### config.mk
export PLATFORM = sky130hd
export DESIGN_NAME = delayed_event_queue_top
export DESIGN_NICKNAME = d
export VERILOG_FILES = /design/src/deq_pkg.sv /design/src/deq_ram.sv /design/src/deq_ctrl.sv /design/src/deq_datapath.sv /design/src/delayed_event_queue_top.sv
export VERILOG_INCLUDE_DIRS = /design/src /design/src/src
export SDC_FILE = /design/constraint.sdc
export NUM_CORES = 2
export LEC_CHECK = 0
export BUFFER_PORTS_ARGS = -buffer_cell sky130_fd_sc_hd__buf_2
export CORE_MARGIN = 10
export CORE_UTILIZATION = 35
export CTS_CLUSTER_SIZE = 28
export DETAILED_ROUTE_END_ITERATION = 12
export GPL_TIMING_DRIVEN = 0
export REMOVE_ABC_BUFFERS = 1
export SYNTH_ARGS = -nofsm -noshare
export SYNTH_HDL_FRONTEND = slang
export SYNTH_SLANG_ARGS = --single-unit
### constraint.sdc
create_clock -name clk -period 18.2 [get_ports clk]
set_clock_uncertainty 0.1 [all_clocks]
set_input_delay 0.91 -clock clk [delete_from_list [all_inputs] [get_ports clk]]
set_output_delay 0.91 -clock clk [all_outputs]
set_load 0.02 [all_outputs]
### src/delayed_event_queue_top_defines.svh
// ----------------------------------------------------------------------------
// Delayed event queue assertion macros
// Shared concurrent assertion forms, clocked on clk and off during reset.
// ----------------------------------------------------------------------------
`ifndef DELAYED_EVENT_QUEUE_TOP_DEFINES_SVH
`define DELAYED_EVENT_QUEUE_TOP_DEFINES_SVH

// condition holds at every edge
`define DEQ_ASSERT_ALWAYS(label, cond, msg) \
	label: assert property (@(posedge clk) disable iff (!arst_n) (cond)) else $error(msg);

// consequent holds in the same cycle as the antecedent
`define DEQ_ASSERT_IMPLY(label, ante, cons, msg) \
	label: assert property (@(posedge clk) disable iff (!arst_n) (ante) |-> (cons)) else $error(msg);

// consequent holds in the cycle after the antecedent
`define DEQ_ASSERT_NEXT(label, ante, cons, msg) \
	label: assert property (@(posedge clk) disable iff (!arst_n) (ante) |=> (cons)) else $error(msg);

`endif

### src/deq_pkg.sv
// ----------------------------------------------------------------------------
// Delayed event queue package
// Field widths, function and result codes, entry layout and the command and
// status words between controller and datapath.
// ----------------------------------------------------------------------------
`timescale 1ns / 1ps

package deq_pkg;

	localparam int QUEUE_DEPTH_DEF = 16;
	localparam int MAX_RESULTS     = 16;

	localparam int FUNC_W  = 3;
	localparam int TGT_W   = 8;
	localparam int TYPE_W  = 16;
	localparam int HND_W   = 32;
	localparam int DELAY_W = 32;
	localparam int TIME_W  = 48;
	localparam int KIND_W  = 2;
	localparam int RCNT_W  = 5;
	localparam int KD_W    = $clog2(MAX_RESULTS + 1);
	localparam int ENTRY_W = TIME_W + TGT_W + TYPE_W + HND_W;

	localparam int RCNT_MAX = (1 << RCNT_W) - 1;

	localparam logic [TIME_W-1:0] TIME_MAX = '1;

	typedef enum logic [FUNC_W-1:0] {
		FN_POST     = 3'd0,
		FN_DEBOUNCE = 3'd1,
		FN_REMOVE   = 3'd2,
		FN_CONTAINS = 3'd3,
		FN_TICK     = 3'd4
	} func_t;

	localparam logic [KIND_W-1:0] KIND_DISPATCH = 2'd0;
	localparam logic [KIND_W-1:0] KIND_POST     = 2'd1;
	localparam logic [KIND_W-1:0] KIND_REMOVE   = 2'd2;
	localparam logic [KIND_W-1:0] KIND_CONTAINS = 2'd3;

	typedef struct packed {
		logic [TIME_W-1:0] due;
		logic [TGT_W-1:0]  target;
		logic [TYPE_W-1:0] mtype;
		logic [HND_W-1:0]  handle;
	} entry_t;

	typedef struct packed {
		logic load;
		logic prep;
		logic run_cmp;
		logic run_ins;
		logic fin;
	} dp_cmd_t;

	typedef struct packed {
		logic cmp_done;
		logic ins_done;
	} dp_status_t;

endpackage

### src/deq_ram.sv
// ----------------------------------------------------------------------------
// Generic RAM
// One write port, one read port with registered read data.
// ----------------------------------------------------------------------------
`timescale 1ns / 1ps

module deq_ram #(
	parameter int WIDTH = 8,
	parameter int DEPTH = 16
) (
	input  logic                     clk,
	input  logic                     we,
	input  logic [$clog2(DEPTH)-1:0] waddr,
	input  logic [WIDTH-1:0]         wdata,
	input  logic                     re,
	input  logic [$clog2(DEPTH)-1:0] raddr,
	output logic [WIDTH-1:0]         rdata
);

	logic [WIDTH-1:0] mem_q [DEPTH];

	always_ff @(posedge clk) begin
		if (we) begin
			mem_q[waddr] <= wdata;
		end
		if (re) begin
			rdata <= mem_q[raddr];
		end
	end

endmodule

### src/deq_ctrl.sv
// ----------------------------------------------------------------------------
// Delayed event queue controller
// Sequences each accepted word through the compaction walk, the insert walk
// or both, and then the result cycle; unknown function codes stay idle.
// ----------------------------------------------------------------------------
`timescale 1ns / 1ps

module deq_ctrl (
	input  logic                       clk,
	input  logic                       arst_n,
	input  logic                       start,
	input  logic [deq_pkg::FUNC_W-1:0] func,
	input  deq_pkg::dp_status_t        status,
	output deq_pkg::dp_cmd_t           cmd,
	output logic                       busy
);

	import deq_pkg::*;

	typedef enum logic [4:0] {
		ST_IDLE = 5'b00001,
		ST_CMP  = 5'b00010,
		ST_PREP = 5'b00100,
		ST_INS  = 5'b01000,
		ST_FIN  = 5'b10000
	} state_t;

	state_t state_q, state_d;
	func_t  op_q;
	logic   accept;

	assign accept = start && (state_q == ST_IDLE);

	always_comb begin
		state_d = state_q;
		case (state_q)
			ST_IDLE: begin
				if (accept) begin
					case (func_t'(func))
						FN_POST:     state_d = ST_PREP;
						FN_DEBOUNCE: state_d = ST_CMP;
						FN_REMOVE:   state_d = ST_CMP;
						FN_CONTAINS: state_d = ST_CMP;
						FN_TICK:     state_d = ST_CMP;
						default:     state_d = ST_IDLE;
					endcase
				end
			end
			ST_CMP: begin
				if (status.cmp_done) begin
					state_d = (op_q == FN_DEBOUNCE) ? ST_PREP : ST_FIN;
				end
			end
			ST_PREP: state_d = ST_INS;
			ST_INS: begin
				if (status.ins_done) begin
					state_d = ST_FIN;
				end
			end
			ST_FIN:  state_d = ST_IDLE;
			default: state_d = ST_IDLE;
		endcase
	end

	always_ff @(posedge clk or negedge arst_n) begin
		if (!arst_n) begin
			state_q <= ST_IDLE;
			op_q    <= FN_POST;
		end else begin
			state_q <= state_d;
			if (accept) begin
				op_q <= func_t'(func);
			end
		end
	end

	assign cmd.load    = accept;
	assign cmd.prep    = (state_q == ST_PREP);
	assign cmd.run_cmp = (state_q == ST_CMP);
	assign cmd.run_ins = (state_q == ST_INS);
	assign cmd.fin     = (state_q == ST_FIN);
	assign busy        = (state_q != ST_IDLE);

endmodule

### src/deq_datapath.sv
// ----------------------------------------------------------------------------
// Delayed event queue datapath
// Entry RAM, millisecond clock, walk pointers, match and due-time compares,
// pending dispatch word and the result register.
// ----------------------------------------------------------------------------
`timescale 1ns / 1ps
`include "delayed_event_queue_top_defines.svh"

module deq_datapath #(
	parameter int QUEUE_DEPTH = deq_pkg::QUEUE_DEPTH_DEF
) (
	input  logic                               clk,
	input  logic                               arst_n,
	input  deq_pkg::dp_cmd_t                   cmd,
	output deq_pkg::dp_status_t                status,
	input  logic [deq_pkg::FUNC_W-1:0]         func,
	input  logic [deq_pkg::TGT_W-1:0]          target_id,
	input  logic [deq_pkg::TYPE_W-1:0]         msg_type,
	input  logic                               any_type,
	input  logic [deq_pkg::HND_W-1:0]          message_handle,
	input  logic signed [deq_pkg::DELAY_W-1:0] delay_ms,
	output logic                               valid,
	output logic [deq_pkg::KIND_W-1:0]         kind,
	output logic [deq_pkg::TGT_W-1:0]          out_target,
	output logic [deq_pkg::TYPE_W-1:0]         out_type,
	output logic [deq_pkg::HND_W-1:0]          out_handle,
	output logic [deq_pkg::RCNT_W-1:0]         removed_count,
	output logic                               found,
	output logic                               rejected_full,
	output logic                               new_head,
	output logic                               last
);

	import deq_pkg::*;

	localparam int CNT_W  = $clog2(QUEUE_DEPTH + 1);
	localparam int ADDR_W = $clog2(QUEUE_DEPTH);
	localparam int RM_W   = (CNT_W > RCNT_W) ? CNT_W : RCNT_W;

	// held word and state
	func_t             op_q;
	logic [TGT_W-1:0]  tgt_q;
	logic [TYPE_W-1:0] typ_q;
	logic              any_q;
	logic [HND_W-1:0]  hnd_q;
	logic [TIME_W-1:0] due_q;
	logic [TIME_W-1:0] clock_q;
	logic [CNT_W-1:0]  count_q;

	// walk state
	logic [CNT_W-1:0]  rd_q;
	logic [CNT_W-1:0]  wr_q;
	logic              rvalid_s1;
	logic [RM_W-1:0]   removed_q;
	logic              found_q;
	logic              stop_q;
	logic [KD_W-1:0]   kdisp_q;
	logic              pend_valid_q;
	entry_t            pend_q;
	logic              rejected_q;
	logic              new_head_q;

	// result register
	logic              valid_q;
	logic [KIND_W-1:0] kind_q;
	logic [TGT_W-1:0]  out_target_q;
	logic [TYPE_W-1:0] out_type_q;
	logic [HND_W-1:0]  out_handle_q;
	logic [RCNT_W-1:0] removed_count_q;
	logic              found_res_q;
	logic              rejected_full_q;
	logic              new_head_res_q;
	logic              last_q;

	// RAM port
	logic              ram_we;
	logic              ram_re;
	logic [ADDR_W-1:0] ram_waddr;
	logic [ADDR_W-1:0] ram_raddr;
	logic [ENTRY_W-1:0] ram_wdata;
	logic [ENTRY_W-1:0] ram_rdata;

	entry_t            rd_e;
	entry_t            new_e;
	logic [TIME_W:0]   delay_ext;
	logic [TIME_W:0]   due_sum;
	logic [TIME_W-1:0] due_new;
	logic [CNT_W-1:0]  rd_dec;
	logic              full;
	logic              any_eff;
	logic              match;
	logic              disp;
	logic              drop;
	logic              cmp_issue;
	logic              cmp_proc;
	logic              cmp_write;
	logic              ins_issue;
	logic              later;
	logic              ins_shift;
	logic              ins_place;
	logic              emit_walk;
	logic              emit_fin;
	logic [RCNT_W-1:0] removed_sat;

	assign rd_e  = entry_t'(ram_rdata);
	assign new_e = '{due: due_q, target: tgt_q, mtype: typ_q, handle: hnd_q};

	// clamp delay, add, saturate
	assign delay_ext = delay_ms[DELAY_W-1] ? '0
		: {{(TIME_W + 2 - DELAY_W){1'b0}}, delay_ms[DELAY_W-2:0]};
	assign due_sum   = {1'b0, clock_q} + delay_ext;
	assign due_new   = due_sum[TIME_W] ? TIME_MAX : due_sum[TIME_W-1:0];

	assign rd_dec  = rd_q - CNT_W'(1);
	assign full    = (count_q == CNT_W'(QUEUE_DEPTH));
	assign any_eff = any_q && (op_q != FN_DEBOUNCE);
	assign match   = (rd_e.target == tgt_q) && (any_eff || (rd_e.mtype == typ_q));
	assign disp    = (op_q == FN_TICK) && !stop_q && (kdisp_q < KD_W'(MAX_RESULTS))
		&& (rd_e.due <= clock_q);

	always_comb begin
		case (op_q)
			FN_REMOVE:   drop = match;
			FN_DEBOUNCE: drop = match;
			FN_TICK:     drop = disp;
			default:     drop = 1'b0;
		endcase
	end

	// compaction walk
	assign cmp_issue = cmd.run_cmp && (rd_q < count_q);
	assign cmp_proc  = cmd.run_cmp && rvalid_s1;
	assign cmp_write = cmp_proc && !drop && (op_q != FN_CONTAINS);

	// insert walk, from the tail down
	assign later     = rd_e.due > due_q;
	assign ins_issue = cmd.run_ins && !full && (rd_q != '0);
	assign ins_shift = cmd.run_ins && rvalid_s1 && later;
	assign ins_place = cmd.run_ins && !full
		&& ((rvalid_s1 && !later) || (!rvalid_s1 && (rd_q == '0)));

	assign status.cmp_done = cmd.run_cmp && !rvalid_s1 && (rd_q == count_q);
	assign status.ins_done = cmd.run_ins && (full || ins_place);

	assign ram_we    = cmp_write || ins_shift || ins_place;
	assign ram_re    = cmp_issue || ins_issue;
	assign ram_waddr = wr_q[ADDR_W-1:0];
	assign ram_raddr = cmd.run_ins ? rd_dec[ADDR_W-1:0] : rd_q[ADDR_W-1:0];
	assign ram_wdata = ins_place ? ENTRY_W'(new_e) : ram_rdata;

	deq_ram #(
		.WIDTH (ENTRY_W),
		.DEPTH (QUEUE_DEPTH)
	) u_ram (
		.clk   (clk),
		.we    (ram_we),
		.waddr (ram_waddr),
		.wdata (ram_wdata),
		.re    (ram_re),
		.raddr (ram_raddr),
		.rdata (ram_rdata)
	);

	assign emit_walk   = cmp_proc && (op_q == FN_TICK) && pend_valid_q;
	assign emit_fin    = cmd.fin && ((op_q != FN_TICK) || pend_valid_q);
	assign removed_sat = (removed_q > RM_W'(RCNT_MAX)) ? RCNT_W'(RCNT_MAX)
		: removed_q[RCNT_W-1:0];

	always_ff @(posedge clk or negedge arst_n) begin
		if (!arst_n) begin
			op_q         <= FN_POST;
			clock_q      <= '0;
			count_q      <= '0;
			rd_q         <= '0;
			wr_q         <= '0;
			rvalid_s1    <= 1'b0;
			removed_q    <= '0;
			found_q      <= 1'b0;
			stop_q       <= 1'b0;
			kdisp_q      <= '0;
			pend_valid_q <= 1'b0;
			rejected_q   <= 1'b0;
			new_head_q   <= 1'b0;
			valid_q      <= 1'b0;
		end else begin
			valid_q <= emit_walk || emit_fin;
			if (cmd.load) begin
				op_q         <= func_t'(func);
				rd_q         <= '0;
				wr_q         <= '0;
				rvalid_s1    <= 1'b0;
				removed_q    <= '0;
				found_q      <= 1'b0;
				stop_q       <= 1'b0;
				kdisp_q      <= '0;
				pend_valid_q <= 1'b0;
				rejected_q   <= 1'b0;
				new_head_q   <= 1'b0;
				if ((func_t'(func) == FN_TICK) && (clock_q != TIME_MAX)) begin
					clock_q <= clock_q + TIME_W'(1);
				end
			end
			if (cmd.prep) begin
				rd_q      <= count_q;
				wr_q      <= count_q;
				rvalid_s1 <= 1'b0;
			end
			if (cmd.run_cmp) begin
				rvalid_s1 <= cmp_issue;
				if (cmp_issue) begin
					rd_q <= rd_q + CNT_W'(1);
				end
				if (cmp_proc && !drop) begin
					wr_q <= wr_q + CNT_W'(1);
				end
				if (cmp_proc && drop && (op_q != FN_TICK)) begin
					removed_q <= removed_q + RM_W'(1);
				end
				if (cmp_proc && match && (op_q == FN_CONTAINS)) begin
					found_q <= 1'b1;
				end
				if (cmp_proc && (op_q == FN_TICK)) begin
					if (disp) begin
						kdisp_q      <= kdisp_q + KD_W'(1);
						pend_valid_q <= 1'b1;
					end else begin
						stop_q       <= 1'b1;
						pend_valid_q <= 1'b0;
					end
				end
				if (status.cmp_done) begin
					count_q <= wr_q;
				end
			end
			if (cmd.run_ins) begin
				rvalid_s1 <= ins_issue;
				if (ins_issue) begin
					rd_q <= rd_dec;
				end
				if (ins_shift) begin
					wr_q <= wr_q - CNT_W'(1);
				end
				if (status.ins_done) begin
					if (full) begin
						rejected_q <= 1'b1;
					end else begin
						count_q    <= count_q + CNT_W'(1);
						new_head_q <= (wr_q == '0);
					end
				end
			end
		end
	end

	// hold payload: held word, pending dispatch, result fields
	always_ff @(posedge clk) begin
		if (cmd.load) begin
			tgt_q <= target_id;
			typ_q <= msg_type;
			any_q <= any_type;
			hnd_q <= message_handle;
			due_q <= due_new;
		end
		if (cmp_proc && disp) begin
			pend_q <= rd_e;
		end
		if (emit_walk || emit_fin) begin
			if (emit_fin && (op_q != FN_TICK)) begin
				out_target_q <= '0;
				out_type_q   <= '0;
				out_handle_q <= '0;
				last_q       <= 1'b0;
				case (op_q)
					FN_REMOVE: begin
						kind_q          <= KIND_REMOVE;
						removed_count_q <= removed_sat;
						found_res_q     <= 1'b0;
						rejected_full_q <= 1'b0;
						new_head_res_q  <= 1'b0;
					end
					FN_CONTAINS: begin
						kind_q          <= KIND_CONTAINS;
						removed_count_q <= '0;
						found_res_q     <= found_q;
						rejected_full_q <= 1'b0;
						new_head_res_q  <= 1'b0;
					end
					default: begin
						kind_q          <= KIND_POST;
						removed_count_q <= '0;
						found_res_q     <= 1'b0;
						rejected_full_q <= rejected_q;
						new_head_res_q  <= new_head_q;
					end
				endcase
			end else begin
				kind_q          <= KIND_DISPATCH;
				out_target_q    <= pend_q.target;
				out_type_q      <= pend_q.mtype;
				out_handle_q    <= pend_q.handle;
				removed_count_q <= '0;
				found_res_q     <= 1'b0;
				rejected_full_q <= 1'b0;
				new_head_res_q  <= 1'b0;
				last_q          <= emit_walk ? !disp : 1'b1;
			end
		end
	end

	assign valid         = valid_q;
	assign kind          = kind_q;
	assign out_target    = out_target_q;
	assign out_type      = out_type_q;
	assign out_handle    = out_handle_q;
	assign removed_count = removed_count_q;
	assign found         = found_res_q;
	assign rejected_full = rejected_full_q;
	assign new_head      = new_head_res_q;
	assign last          = last_q;

	`DEQ_ASSERT_ALWAYS(a_count_bound, count_q <= CNT_W'(QUEUE_DEPTH), "entry count above depth")
	`DEQ_ASSERT_IMPLY(a_write_in_walk, ram_we, cmd.run_cmp || cmd.run_ins, "RAM write outside walk")
	`DEQ_ASSERT_NEXT(a_dispatch_limit, cmd.run_cmp && (op_q == FN_TICK), kdisp_q <= KD_W'(MAX_RESULTS), "tick dispatched too many")

endmodule

### src/delayed_event_queue_top.sv
// ----------------------------------------------------------------------------
// Delayed event queue
// Bounded message queue in due-time order against a millisecond clock.
// ----------------------------------------------------------------------------
// A word is accepted on a rising edge with start high and busy low; busy
// stays high until its last result has been registered. Results appear on
// the result ports for one cycle each, marked by valid; the receiver cannot
// hold them off.
// Post, debounce, remove and contains give one result each; a tick gives one
// result per dispatched message (up to 16, last marks the final one) and
// none when nothing is due. Unknown function codes are taken and ignored.
// Remove, contains and tick walk all entries through the entry RAM, one per
// cycle; post walks from the tail to the insert point; debounce does both
// walks. The single RAM read port sets the walk rate.
// A dispatched message is held as the pending word and reaches the result
// ports only once the next entry shows whether it is the last, or once the
// walk ends.
// Reset empties the queue and clears the clock; RAM contents need no reset.
// ----------------------------------------------------------------------------
`timescale 1ns / 1ps

module delayed_event_queue_top #(
	parameter int QUEUE_DEPTH = deq_pkg::QUEUE_DEPTH_DEF
) (
	input  logic                               clk,
	input  logic                               arst_n,
	input  logic                               start,
	output logic                               busy,
	input  logic [deq_pkg::FUNC_W-1:0]         func,
	input  logic [deq_pkg::TGT_W-1:0]          target_id,
	input  logic [deq_pkg::TYPE_W-1:0]         msg_type,
	input  logic                               any_type,
	input  logic [deq_pkg::HND_W-1:0]          message_handle,
	input  logic signed [deq_pkg::DELAY_W-1:0] delay_ms,
	output logic                               valid,
	output logic [deq_pkg::KIND_W-1:0]         kind,
	output logic [deq_pkg::TGT_W-1:0]          out_target,
	output logic [deq_pkg::TYPE_W-1:0]         out_type,
	output logic [deq_pkg::HND_W-1:0]          out_handle,
	output logic [deq_pkg::RCNT_W-1:0]         removed_count,
	output logic                               found,
	output logic                               rejected_full,
	output logic                               new_head,
	output logic                               last
);

	import deq_pkg::*;

	dp_cmd_t    cmd;
	dp_status_t status;

	deq_ctrl u_ctrl (
		.clk    (clk),
		.arst_n (arst_n),
		.start  (start),
		.func   (func),
		.status (status),
		.cmd    (cmd),
		.busy   (busy)
	);

	deq_datapath #(
		.QUEUE_DEPTH (QUEUE_DEPTH)
	) u_datapath (
		.clk            (clk),
		.arst_n         (arst_n),
		.cmd            (cmd),
		.status         (status),
		.func           (func),
		.target_id      (target_id),
		.msg_type       (msg_type),
		.any_type       (any_type),
		.message_handle (message_handle),
		.delay_ms       (delay_ms),
		.valid          (valid),
		.kind           (kind),
		.out_target     (out_target),
		.out_type       (out_type),
		.out_handle     (out_handle),
		.removed_count  (removed_count),
		.found          (found),
		.rejected_full  (rejected_full),
		.new_head       (new_head),
		.last           (last)
	);

endmodule
## Word level (Yosys, flattened, before mapping)

Memory sizes are Yosys's and may differ from the RTL's. A register that Yosys moved wholly into a read port is not among the register bits.
Index checks and enable logic that the tools add are counted.

| word-level totals | value |
|---|---|
| register bits after elaboration | 316 |
| memory bits (writable) | 1,664 |
| bits of input ports | 95 |
| output and inout port bits | 69 |
| logic and storage cells | 191 |
| memories kept | 1 |

Memories:

| name | words | width | read ports | clocked after Yosys merged registers in | write ports | RTL line | RTL |
|---|---|---|---|---|---|---|---|
| u_datapath.u_ram.mem_q | 16 | 104 | 1 | 1 | 1 | deq_ram.sv:20 | `logic [WIDTH-1:0] mem_q [DEPTH];` |

| cells by class | value |
|---|---|
| add/sub/neg operators | 9 |
| $lt $le $gt $ge | 5 |
| equal/unequal tests | 25 |
| mux-type cells | 62 |
| bitwise logic cells | 1 |
| reductions and logical operators | 56 |

Operators with widths:

| operator | number |
|---|---|
| $mux W5 | 29 |
| $mux W104 | 1 |
| $add A48 B49 Y49 | 1 |
| $add A48 B1 Y48 const B | 1 |
| $gt A48 B48 Y1 | 1 |
| $le A48 B48 Y1 | 1 |
| $ne A48 B48 Y1 const B | 1 |
| $mux W31 | 1 |
| $logic_and A1 B1 Y1 | 30 |
| $mux W1 | 26 |
| $add A5 B1 Y5 const B | 5 |
| $pmux W5 S4 | 1 |
| $eq A16 B16 Y1 | 1 |
| $eq A3 B2 Y1 const B | 4 |
| $eq A5 B5 Y1 const B | 2 |
| $logic_not A5 Y1 | 2 |
| $sub A5 B1 Y5 const B | 2 |
| $eq A8 B8 Y1 | 1 |
| $logic_or A1 B1 Y1 | 8 |
| $eq A3 B1 Y1 const B | 2 |
| $eq A3 B3 Y1 const B | 2 |
| $logic_not A1 Y1 | 6 |
| $pmux W3 S2 | 1 |
| $reduce_and A2 Y1 | 3 |
| other kinds (25) | 26 |

## Logic depth before layout (Yosys ltp)

| depth | value |
|---|---|
| depth after elaboration | 12 |
| depth in mapped cells | 15 |
| mapped depth without buffers | 14 |

## By module

From an unflattened synthesis, not the netlist that was laid out.

| second synthesis, totals | value |
|---|---|
| cell total of the unflattened synthesis | 4,376 |
| area, all modules | 83,729.1 sq um |

Modules (own cells, without submodules):

| module | times used | cells each | area each (sq um) | sequential area each (sq um) |
|---|---|---|---|---|
| deq_ram | 1 | 2,662 | 65,303.9 | 53,090.9 |
| deq_datapath | 1 | 1,662 | 17,905.9 | 8,923.6 |
| deq_ctrl | 1 | 52 | 519.2 | 201.4 |

## Least setup slack after synthesis

OpenSTA, ideal clock, no wires.

| path | value |
|---|---|
| kind | reg2reg |
| start | reg u_datapath.clock_q[13] |
| end | mem u_datapath.u_ram.mem_q[1][0] (netlist bit), enable pin |
| library setup time | 0.694 ns |
| data arrival time | 9.501 ns |
| required time | 17.406 ns |
| slack | 7.904 ns |
| cell stages (with the launch flop) | 13 |
| buffers on the path | 0 |
| period minus slack after synthesis | 10.296 ns |
| cell sequence | dfrtp_1 > inv_1 > ha_1 > nand4_1 > or4_1 > a21o_1 > a21oi_1 > a221oi_1 > a31oi_1 > o41a_1 > a211o_1 > nand2_1 > nor3_1 |

| on the way | value |
|---|---|
| cells in the longest elaborated chain, start to end | 10 |

Ends and longest elaborated chain:

| element | RTL line | RTL |
|---|---|---|
| from (decl) | deq_datapath.sv:47 | `logic [TIME_W-1:0] clock_q;` |
| from (signal assigned) | deq_datapath.sv:200 | `clock_q <= clock_q + TIME_W'(1);` |
| $le A48 B48 Y1 | deq_datapath.sv:119 | `&& (rd_e.due <= clock_q);` |
| $logic_and A1 B1 Y1 | deq_datapath.sv:119 |  |
| $pmux W1 S2 | deq_datapath.sv:122 | `case (op_q)` |
| $logic_not A1 Y1 | deq_datapath.sv:133 | `assign cmp_write = cmp_proc && !drop && (op_q != FN_CONTAINS);` |
| $logic_and A1 B1 Y1 (2 in a row) | deq_datapath.sv:133 |  |
| $logic_or A1 B1 Y1 (2 in a row) | deq_datapath.sv:145 | `assign ram_we = cmp_write \|\| ins_shift \|\| ins_place;` |
| $mux W1 | deq_ram.sv:23 | `if (we) begin` |
| $mux W1 (not written as such) | deq_ram.sv:24 | `mem_q[waddr] <= wdata;` |
| to (decl) | deq_ram.sv:20 |  |

Every way passes these cells.

## Final worst setup path

| path | value |
|---|---|
| start | reg u_datapath.u_ram.rdata[95], read port of u_datapath.u_ram.mem_q |
| end | mem u_datapath.u_ram.mem_q[1][25] (netlist bit), enable pin |

| on the way | value |
|---|---|
| cells in the longest elaborated chain, start to end | 10 |
| elaborated cells on any way between the ends | 16 |
| those cells by class | order compare: 2; mux: 3; reduce/logical: 11 |

Ends and longest elaborated chain:

| element | RTL line | RTL |
|---|---|---|
| from (decl) | deq_ram.sv:17 | `output logic [WIDTH-1:0] rdata` |
| $le A48 B48 Y1 | deq_datapath.sv:119 |  |
| $logic_and A1 B1 Y1 | deq_datapath.sv:119 |  |
| $pmux W1 S2 | deq_datapath.sv:122 |  |
| $logic_not A1 Y1 | deq_datapath.sv:133 |  |
| $logic_and A1 B1 Y1 (2 in a row) | deq_datapath.sv:133 |  |
| $logic_or A1 B1 Y1 | deq_datapath.sv:145 |  |
| $logic_or A1 B1 Y1 * | deq_datapath.sv:145 |  |
| $mux W1 * | deq_ram.sv:23 |  |
| $mux W1 (not written as such) * | deq_ram.sv:24 |  |

Mark *: on every way between the ends. The rest lies on a longest branch, timed or not.

==> impl_metrics.prom <==
# TYPE chip_impl_metric gauge
chip_impl_metric{name="clockPowerShare",unit="%"} 33.2
chip_impl_metric{name="placement_rows",unit=""} 179
chip_impl_metric{name="route.final.wire_length",unit="mm"} 207.8
chip_impl_metric{name="syn_inst",unit=""} 4160
chip_impl_metric{name="synth.avg_cell_area",unit="sq um"} 20.05
chip_impl_metric{name="synth_largest_type_area_fraction",unit="%"} 71.85
chip_impl_metric{name="io_pins",unit=""} 164
chip_impl_metric{name="clk_path_buf_depth",unit=""} 3
chip_impl_metric{name="layout_min_cycle_time",unit="ns"} 7.674
chip_impl_metric{name="count_of_unresolved_drc_violations_after_routing",unit=""} 0
chip_impl_metric{name="layout.area.seq",unit="sq um"} 62140
chip_impl_metric{name="power",unit="mW"} 12.22
chip_impl_info{name="crit_slowest_cell",value="o41ai_1"} 1
chip_impl_info{name="critPathLaunchType",value="flip-flop"} 1
chip_impl_metric{name="finalHoldViolations",unit=""} 0
chip_impl_metric{name="netSwitchingPower",unit="mW"} 3.201
chip_impl_metric{name="dr.pass1.iters",unit=""} 5
chip_impl_metric{name="drtIter0Drc",unit=""} 4441
chip_impl_metric{name="insertion_delay",unit="ns"} 0.83
chip_impl_metric{name="whs_path_depth",unit=""} 1
chip_impl_info{name="most_used_standard_cells_in_the_synthesized_netlist",value="edfxtp_1, mux4_2, nand2_1"} 1
chip_impl_metric{name="cts_buffers",unit=""} 198
chip_impl_info{name="dominant_cell_by_count_in_the_synthesized_netlist",value="edfxtp_1"} 1
chip_impl_metric{name="reg2reg_depth",unit=""} 18
chip_impl_metric{name="layout-drive-gt1-share",unit="%"} 27.36
chip_impl_metric{name="power_switching_share",unit="%"} 26.19
chip_impl_metric{name="synth_cell_types",unit=""} 77
chip_impl_metric{name="pin_slew_with_the_least_headroom_to_its_limit",unit="ns"} 1.491
chip_impl_metric{name="number_of_max_cap_violations",unit=""} 1
chip_impl_info{name="worst_hold_startpoint",value="message_handle[15]"} 1
chip_impl_info{name="rsz0062_at_grt",value="false"} 1
chip_impl_info{name="timing_worst_setup_path_type",value="flip-flop to flip-flop"} 1
chip_impl_metric{name="worst_slew_margin",unit="%"} -0.6721
chip_impl_info{name="hold_end",value="u_datapath.hnd_q[15]"} 1
chip_impl_metric{name="cp_data_required_time",unit="ns"} 18.63
chip_impl_metric{name="combined_global_route_utilization_of_all_metal_layers",unit="%"} 15.84
chip_impl_metric{name="synth-seq-area-share",unit="%"} 74.49
chip_impl_metric{name="rrSetupSlack",unit="ns"} 10.53
chip_impl_metric{name="floorplan.die_area",unit="sq um"} 258300
chip_impl_metric{name="first_global_vias",unit=""} 43473
chip_impl_metric{name="power.ir.vdd_worst",unit="uV"} 85.53
chip_impl_metric{name="die_height",unit="microns"} 508.2
chip_impl_info{name="violated_checks",value="max-capacitance violations, max-slew violations"} 1
chip_impl_metric{name="share_seq_of_total_power",unit="%"} 46.8
chip_impl_metric{name="cts_max_level",unit=""} 4
chip_impl_metric{name="start_util",unit="%"} 35.11
chip_impl_metric{name="synth_seq_cells",unit=""} 2084
chip_impl_metric{name="dpl.hpwl",unit="mm"} 136.4
chip_impl_metric{name="ys_async_sr_fraction",unit="%"} 4.223
chip_impl_metric{name="port_buffers",unit=""} 163
chip_impl_info{name="cts_root_buf",value="clkbuf_16"} 1
chip_impl_metric{name="core_area",unit="sq um"} 237600
chip_impl_metric{name="cellPowerDensity",unit="nW/um^2"} 123.7
chip_impl_metric{name="internal_power",unit="mW"} 9.021
chip_impl_info{name="synthTopCellsByArea",value="edfxtp_1, mux4_2, dfrtp_1, ha_1, nand2_1"} 1
chip_impl_metric{name="max_freq",unit="MHz"} 130.3
chip_impl_info{name="tritoncts",value="built"} 1
chip_impl_metric{name="clk_slew_on_worst_s_h_paths",unit="ns"} 0.07
chip_impl_metric{name="routed_via_density",unit=""} 5.287
chip_impl_metric{name="grt_pass1_wl",unit="mm"} 304.7
chip_impl_metric{name="timing.final.setup_violations",unit=""} 0
chip_impl_metric{name="timing.critical_path.slowest_cell_delay",unit="ns"} 1.34
chip_impl_info{name="min_path_type",value="input port to flip-flop"} 1
chip_impl_metric{name="worstPathMaxFanout",unit=""} 28
chip_impl_metric{name="multiInputGateArea",unit="sq um"} 20230
chip_impl_info{name="dominantRegCellSynth",value="edfxtp_1"} 1
chip_impl_metric{name="grt_remaining_overflow",unit=""} 0
chip_impl_metric{name="worst_slack",unit="ns"} 10.53
chip_impl_metric{name="numClockSinks",unit=""} 2084
chip_impl_metric{name="critical_path_buf_inv_count",unit=""} 9
chip_impl_metric{name="detailroute.via_count",unit=""} 42172
chip_impl_metric{name="netlist_area",unit="sq um"} 83420
chip_impl_info{name="yosysTopAreaCell",value="edfxtp_1"} 1
chip_impl_info{name="critical_path.reg2reg.endpoint",value="u_datapath.u_ram.mem_q[1][25]"} 1
chip_impl_metric{name="place_ws",unit="ns"} 10.53
chip_impl_info{name="outcome",value="complete, but fails checks"} 1
chip_impl_metric{name="area.growth.synth_to_final",unit="%"} 18.42
chip_impl_metric{name="finalMaxSlewViolations",unit=""} 1
chip_impl_metric{name="design.final.nets",unit=""} 4879
chip_impl_info{name="worst_setup_path_end_kind",value="flip-flop"} 1
chip_impl_metric{name="ys_warn_count",unit=""} 0
chip_impl_info{name="top_family_by_delay_on_critical_path",value="simple AND/OR/NAND/NOR gates"} 1
chip_impl_metric{name="synth_enable_flop_cells",unit=""} 1996
chip_impl_metric{name="gpl_wtd_cong",unit=""} 0.7934
chip_impl_metric{name="tns",unit="ns"} 0
chip_impl_metric{name="ant_nets",unit=""} 0
chip_impl_metric{name="part_of_the_total_power_dissipated_in_combinational_logic",unit="%"} 20.0
chip_impl_metric{name="grt_antenna_before_repair",unit=""} 12
chip_impl_metric{name="fin_crit_sh",unit="%"} 42.17
chip_impl_metric{name="cp.arrival",unit="ns"} 8.11
chip_impl_metric{name="leakage",unit="nW"} 32.99
chip_impl_metric{name="drt-wirelength-per-cell",unit="microns"} 26.05
chip_impl_metric{name="postCtsSetupRepairBufs",unit=""} 0
chip_impl_metric{name="fill_cell_total_of_the_finished_layout",unit=""} 20618
chip_impl_metric{name="grt_start_max_net_pins",unit=""} 65
chip_impl_info{name="r2r-start",value="u_datapath.u_ram.rdata[95]"} 1
chip_impl_metric{name="die_w",unit="microns"} 508.2
chip_impl_info{name="cells_along_the_critical_path",value="ha_1, nand3_1, nor3_1, nand3b_1, o41ai_1, o221ai_4, buf_12, inv_4, a211o_1, nand2_1, nor3_2, buf_8, buf_8, buf_6, buf_4, buf_6, buf_6, buf_8"} 1
[kinds of logic (layout without fill, tap and decap cells)]
family                   count (synthesis)  count (layout)  synth area share, %
adder cells (fa/ha/maj)                146             146                2.199
AO/OA/AOI/OAI                          308             308                2.296
AND/OR/NAND/NOR                        681             681                3.996
multiplexers                           547             547                14.40
XOR/XNOR                               105             105                1.102
flip-flops                            2084            2084                74.49
other                                    0               3                    0
buffers and inverters                  289             935                1.518
[registers in the layout (all words and copies together), names as in the netlist, 2 cells and up]
| register | cells |
|---|---|
| u_datapath.u_ram.mem_q | 1664 |
| u_datapath.u_ram.rdata | 104 |
| u_datapath.pend_q | 56 |
| u_datapath.clock_q | 48 |
| u_datapath.due_q | 48 |
| u_datapath.hnd_q | 32 |
| u_datapath.out_handle | 32 |
| u_datapath.out_type | 16 |
| u_datapath.typ_q | 16 |
| u_datapath.out_target | 8 |
| u_datapath.tgt_q | 8 |
| u_ctrl.state_q | 5 |
| u_datapath.count_q | 5 |
| u_datapath.kdisp_q | 5 |
| u_datapath.rd_q | 5 |
| u_datapath.removed_count | 5 |
| u_datapath.removed_q | 5 |
| u_datapath.wr_q | 5 |
| u_datapath.op_q | 3 |
| u_datapath.kind | 2 |
[worst max-delay path by stage]
stage | slack [ns] | end | cells after the start | from
2_1_floorplan | -23.18 | u_datapath.u_ram.rdata[0] | 5 | u_ctrl.state_q[0]
3_3_place_gp | -45.39 | u_datapath.u_ram.rdata[16] | 5 | u_ctrl.state_q[4]
3_5_place_dp | 10.53 | u_datapath.u_ram.mem_q[1][11] | 18 | u_datapath.u_ram.rdata[95]
4_1_cts | 10.46 | u_datapath.u_ram.mem_q[1][25] | 18 | u_datapath.u_ram.rdata[95]
5_1_grt | 10.23 | u_datapath.u_ram.mem_q[1][25] | 18 | u_datapath.u_ram.rdata[94]
6_report | 10.53 | u_datapath.u_ram.mem_q[1][25] | 18 | u_datapath.u_ram.rdata[95]
[layout by cell type (no fill, tap or decap), drive strengths merged, types with 24 or more instances in the layout]
cell and instances:
mux2 24, nand4 37, buf 441, clkinv 101, inv 132, and2 67
xnor2 66, o21ai 85, mux4 520, a21oi 98, nand2 280, ha 145
nor2 82, edfxtp 1996, dfrtp 87, clkbuf 240, nor3 33, xor2 39
nor2b 45, nand3 54
[cell type report]
type                       count  share of cell area [%]
tap                         3167                   4.011
multi-input combinational   1787                   20.48
clock buffer                 240                   5.250
antenna                        3                0.007599
clock inverter               128                   1.201
timing repair buffer         442                   5.663
inverter                     125                  0.4826
sequential                  2084                   62.90
[worst reg2reg max path, stage by stage, from the launching register on]
cell      delay (ns)
edfxtp_1        0.47
ha_1            0.34
nand3_1         0.10
nor3_1          0.83
nand3b_1        0.39
o41ai_1         1.34
o221ai_4        0.47
buf_12          0.33
inv_4           0.32
a211o_1         0.27
nand2_1         0.28
nor3_2          0.73
buf_8           0.24
buf_8           0.17
buf_6           0.20
buf_4           0.25
buf_6           0.19
buf_6           0.20
buf_8           0.17
[power groups by stage]
stage | Clock (mW) | Sequential [mW] | Combinational, mW
6_report | 4.06 | 5.72 | 2.44
5_1_grt | 4.33 | 5.73 | 2.63
4_1_cts | 4.15 | 5.72 | 2.47
3_5_place_dp | 0 | 5.82 | 2.46
3_3_place_gp | 0 | 5.84 | 4.83
2_1_floorplan | 0 | 5.78 | 4.07
[what timing repair did]
| item | in CTS | in global routing |
|---|---|---|
| hold buffers | 1 | 0 |
| gates resized for setup | 0 | 0 |
| setup endpoints to repair | 0 | 0 |
| hold endpoints to repair | 26 | 0 |
[through the flow]
stage,cells,hold slack (ns),utilization (%),cell area (sq um)
2_1_floorplan,3996,0.3262,-,82620
3_3_place_gp,7326,0.3380,36.78,87400
3_5_place_dp,7600,0.3411,38.87,92360
4_1_cts,7969,0.07080,41.55,98740
5_1_grt,7975,0.09063,41.57,98780
6_report,7976,0.1445,41.57,98790
[per-layer routing]
metal	track usage [%]	share of wire [%]	vias to the layer above
met2	24.08	46	1467
met5	0	0	-
met1	23.12	44	22540
met4	3.766	2.1	0
li1	-	-	17900
met3	3.626	7.7	265
Power figures use the tool's default switching activity.
